**src/vsf_mul.sv**
```systemverilog
// vsf_mul: shared registered multiplier, 32 x 32 bits
// depends on nothing
module vsf_mul (
  input  logic        clk,
  input  logic [31:0] a,
  input  logic [31:0] b,
  output logic [63:0] p
);
  logic [63:0] p_r;
  always_ff @(posedge clk) begin
    p_r <= a * b;
  end
  assign p = p_r;
endmodule

```
**config.mk**
```make
export PLATFORM = sky130hd
export DESIGN_NAME = vsf_mul
export DESIGN_NICKNAME = d
export VERILOG_FILES = /design/src/vsf_mul.sv
export SDC_FILE = /design/constraint.sdc
export NUM_CORES = 2
export LEC_CHECK = 0
export ABC_AREA = 1
export BUFFER_PORTS_ARGS = -buffer_cell sky130_fd_sc_hd__buf_2
export CAP_MARGIN = 20
export CORE_ASPECT_RATIO = 0.8
export CORE_MARGIN = 2
export CORE_UTILIZATION = 45
export DETAILED_ROUTE_END_ITERATION = 10
export PLACE_DENSITY = 0.7
export SLEW_MARGIN = 30
export SYNTH_ARGS = -nofsm -noshare
export SYNTH_HDL_FRONTEND = slang
export SYNTH_SLANG_ARGS = --single-unit
```
**constraint.sdc**
```tcl
create_clock -name clk -period 12 [get_ports clk]
set_input_delay 0.6 -clock clk [delete_from_list [all_inputs] [get_ports clk]]
set_output_delay 0.6 -clock clk [all_outputs]
set_load 0.01 [all_outputs]
```
### After elaboration in Yosys (flattened, before gate mapping)

Index checks and enable logic that the tools add are counted.
Widths: inputs -> output; s select.

* bits in registers: 64
* bits in latches: 0
* bits in writable memories: 0
* bits in read-only memories: 0
* input port bits: 65
* output and inout bits: 64
* word-level logic and storage cells: 2
* memories kept: 0

* $add $sub $neg: 0
* multipliers: 1
* divide/modulo/power cells: 0
* $lt $le $gt $ge: 0
* equal/unequal tests: 0
* shift operators: 0
* multiplexer cells: 0
* bitwise operators: 0
* reductions and logical operators: 0

Operator list (count)
* $mul 32x32->64: 1

### Longest topological paths before layout

* depth after elaboration: 1
* depth in mapped cells: 30
* mapped depth without buffers: 29

### Worst setup path before layout

No wires, ideal clock.

* path kind: input -> register
* from: in a[25]
* to: reg p_r[60], in the netlist p[60]
* setup time: 0.112 ns
* arrival: 6.302 ns
* required time: 11.888 ns
* slack: 5.586 ns
* stages: 26
* buffers on the path: 1
* cell sequence: clkbuf_1 -> nand2_1 -> fa_1 -> inv_1 -> fa_1 -> inv_1 -> fa_1 -> inv_1 -> fa_1 -> fa_1 -> fa_1 -> fa_1 -> inv_1 -> fa_1 -> inv_1 -> ha_1 -> nand2_1 -> nand2_1 -> a21oi_1 -> nand2_1 -> nand2_1 -> nand2_1 -> a21oi_1 -> nand2_1 -> nand2_1 -> nand2_1

* cells in the longest elaborated chain, start to end: 1

RTL lines
* from (decl): line 5 `input logic [31:0] a,`
* $mul 32x32->64: line 11 `p_r <= a * b;`
* to (signal assigned): line 11
* to (decl): line 9 `logic [63:0] p_r;`

Every way passes these cells.

### Final worst setup path

* from: in b[5]
* to: reg p_r[62], in the netlist p[62]

* cells in the longest elaborated chain, start to end: 1

RTL lines
* from (decl): line 6 `input logic [31:0] b,`
* $mul 32x32->64: line 11

Every way passes these cells.

==> impl_metrics.ini <==
[status]
status = finished clean

[die]
chipWidth_microns = 326
die_height_microns = 262
die-area_sq_um = 85400
rows = 94
core_area_sq_um = 82300
pin_count = 129
start_util_pct = 45.4

[cts]
h-tree-depth = 3
path_clk_slew_ns = 0.06
cts_tree = built
cts-root-buf = clkbuf_16
cts_setup_buffers = 0
cts_buffers = 9
clock_sinks = 64
post_cts_resized = 0
cts_hold_buffers = 0
cts_max_path_buffers = 2

[detailed_routing]
drt_iter0_drc = 2336
avgRoutedWirePerCell_microns = 16.3
routed_wl_mm = 99.4
dr.pass1.iters = 7
drc = 0
viasPerCell = 4.81
via_count = 29200
ant_nets = 0

[final_layout]
fin_nets = 6200
drive_gt1_share_pct = 4.30
syn_to_final_growth_pct = 4.47
n_antenna_cell = 0
largest_reg_flops = 64

[global_route]
gr-total-overflow = 0
grt_pass1_vias = 30800
antenna_found_initial = 3
grt_pass1_wl_mm = 165
grt_usage_pct = 24.3
grt_max_degree = 33

[placed_design]
place_hpwl_mm = 83.3
gp_congestion = 0.985
numPortBuffers = 128

[worst_setup_path]
cp-start-kind = primary input
critPathMaxFanout = 32
endpoint_kind = flip-flop
worstPathArrival_ns = 7.37
required_ns = 12.23
critPathKind = primary input to flip-flop

[logic_synthesis]
synth_top_area_share_pct = 48.0
yosysMostFrequentCell = inv_1
synthArstFlopShare_pct = 0
synthTopCellsByCount = 1,723 x inv_1, 1,566 x nand2_1, 896 x fa_1
syn_area_per_cell_sq_um = 7.45
syn_inst = 5023
synth-seq-area-share_pct = 3.43
yosysWarnings = 0
netlist.top_cell.by_area = fa_1
synth_edf_count = 0
synth_fp_nets = 6247
synth_area_leaders = fa_1 48%, inv_1 17%, nand2_1 16%
ys_ff_latch = 64
synthesis.area_sq_um = 37400
synth_flop_cell = dfxtp_1
synth_cell_types = 23

[sta]
fin_crit_ns = 7.14
setup_viol = 0
finalHoldViolations = 0
finalCritPeriodShare_pct = 59.5
tns_ns = 0
slew_headroom_pct = 38.1
slew_violations = 0
fmax_mhz = 140
rsz0062_at_grt = no
tightest_slew_ns = 0.928

[run]
cap_violations = 0

[hold_path]
hp-class = primary input to flip-flop
layer usage:
metal	track usage (%)	vias to the layer above	share of wire (%)
met2	40.6	1104	47
met1	34.9	14500	44
met4	4.18	2	1.9
met3	2.52	145	7.6
met5	0	-	0.020
li1	-	13500	-
critical path, cell delays in order:
cell and delay, ns:
buf_2 0.63, nand2_1 0.17, fa_1 0.57, inv_1 0.05, fa_1 0.47, fa_1 0.51
inv_1 0.05, fa_1 0.49, inv_1 0.06, fa_1 0.48, fa_1 0.56, fa_1 0.51
inv_1 0.05, fa_1 0.47, inv_1 0.04, ha_1 0.37, nand2_1 0.16, inv_1 0.05
a21oi_1 0.32, nand2_1 0.17, nand2_1 0.10, nand2_1 0.08, a21oi_1 0.17, nand2_1 0.07
nand2_1 0.05, nand2_1 0.06
worst paths after layout:
check | from | endpoint | slack, ns | cells past startpoint
hold / removal | b[0] | p[0] | 0.80 | 4
setup / recovery | b[5] | p[62] | 4.86 | 26
cell usage in the layout (no fill, tap or decap), types with 6 or more instances in the layout:
master / n
nand4_1: 16
nor2_4: 6
nand3_1: 56
buf_2: 128
nor2_1: 81
nand3_2: 9
ha_1: 263
o21bai_1: 11
xor2_1: 33
a21oi_1: 43
nand2_1: 1566
fa_1: 896
clkbuf_16: 9
nor3_2: 6
nand2_2: 15
nor2_2: 14
dfxtp_1: 64
nor3_1: 11
buf_4: 6
inv_2: 12
inv_1: 1723
cell type report:
cell class	count	area (sq um)
fillers	8156	43300
clock inverters	7	100
repair buffers	134	686
clock buffers	9	225
inverters	1735	6510
flip-flops and latches	64	1280
multi-input cells	3032	28900
well taps	1104	1380
through the flow:
step,setup WS [ns],instance area (sq um),hold slack [ns],util [%],std cells
after global routing,4.54,39100,0.834,47.5,6085
final,4.86,39100,0.801,47.5,6085
after detailed placement,4.53,38700,0.993,47.1,6069
after global placement,4.59,38700,0.995,47.1,6069
after floorplan,5.59,37400,0.698,-,5023
after CTS,4.89,39100,0.805,47.5,6085
kinds of logic after synthesis:
logic type	synth area share (%)
XOR/XNOR	0.820
AND/OR/NAND/NOR	18.8
flip-flops	3.43
buffers and inverters	19.3
adder cells (fa/ha/maj)	56.8
AO/OA/AOI/OAI	0.853
Power is left out: the tool's default activity adds up to more than one toggle a clock period on the data nets, which glitch-free logic cannot reach.
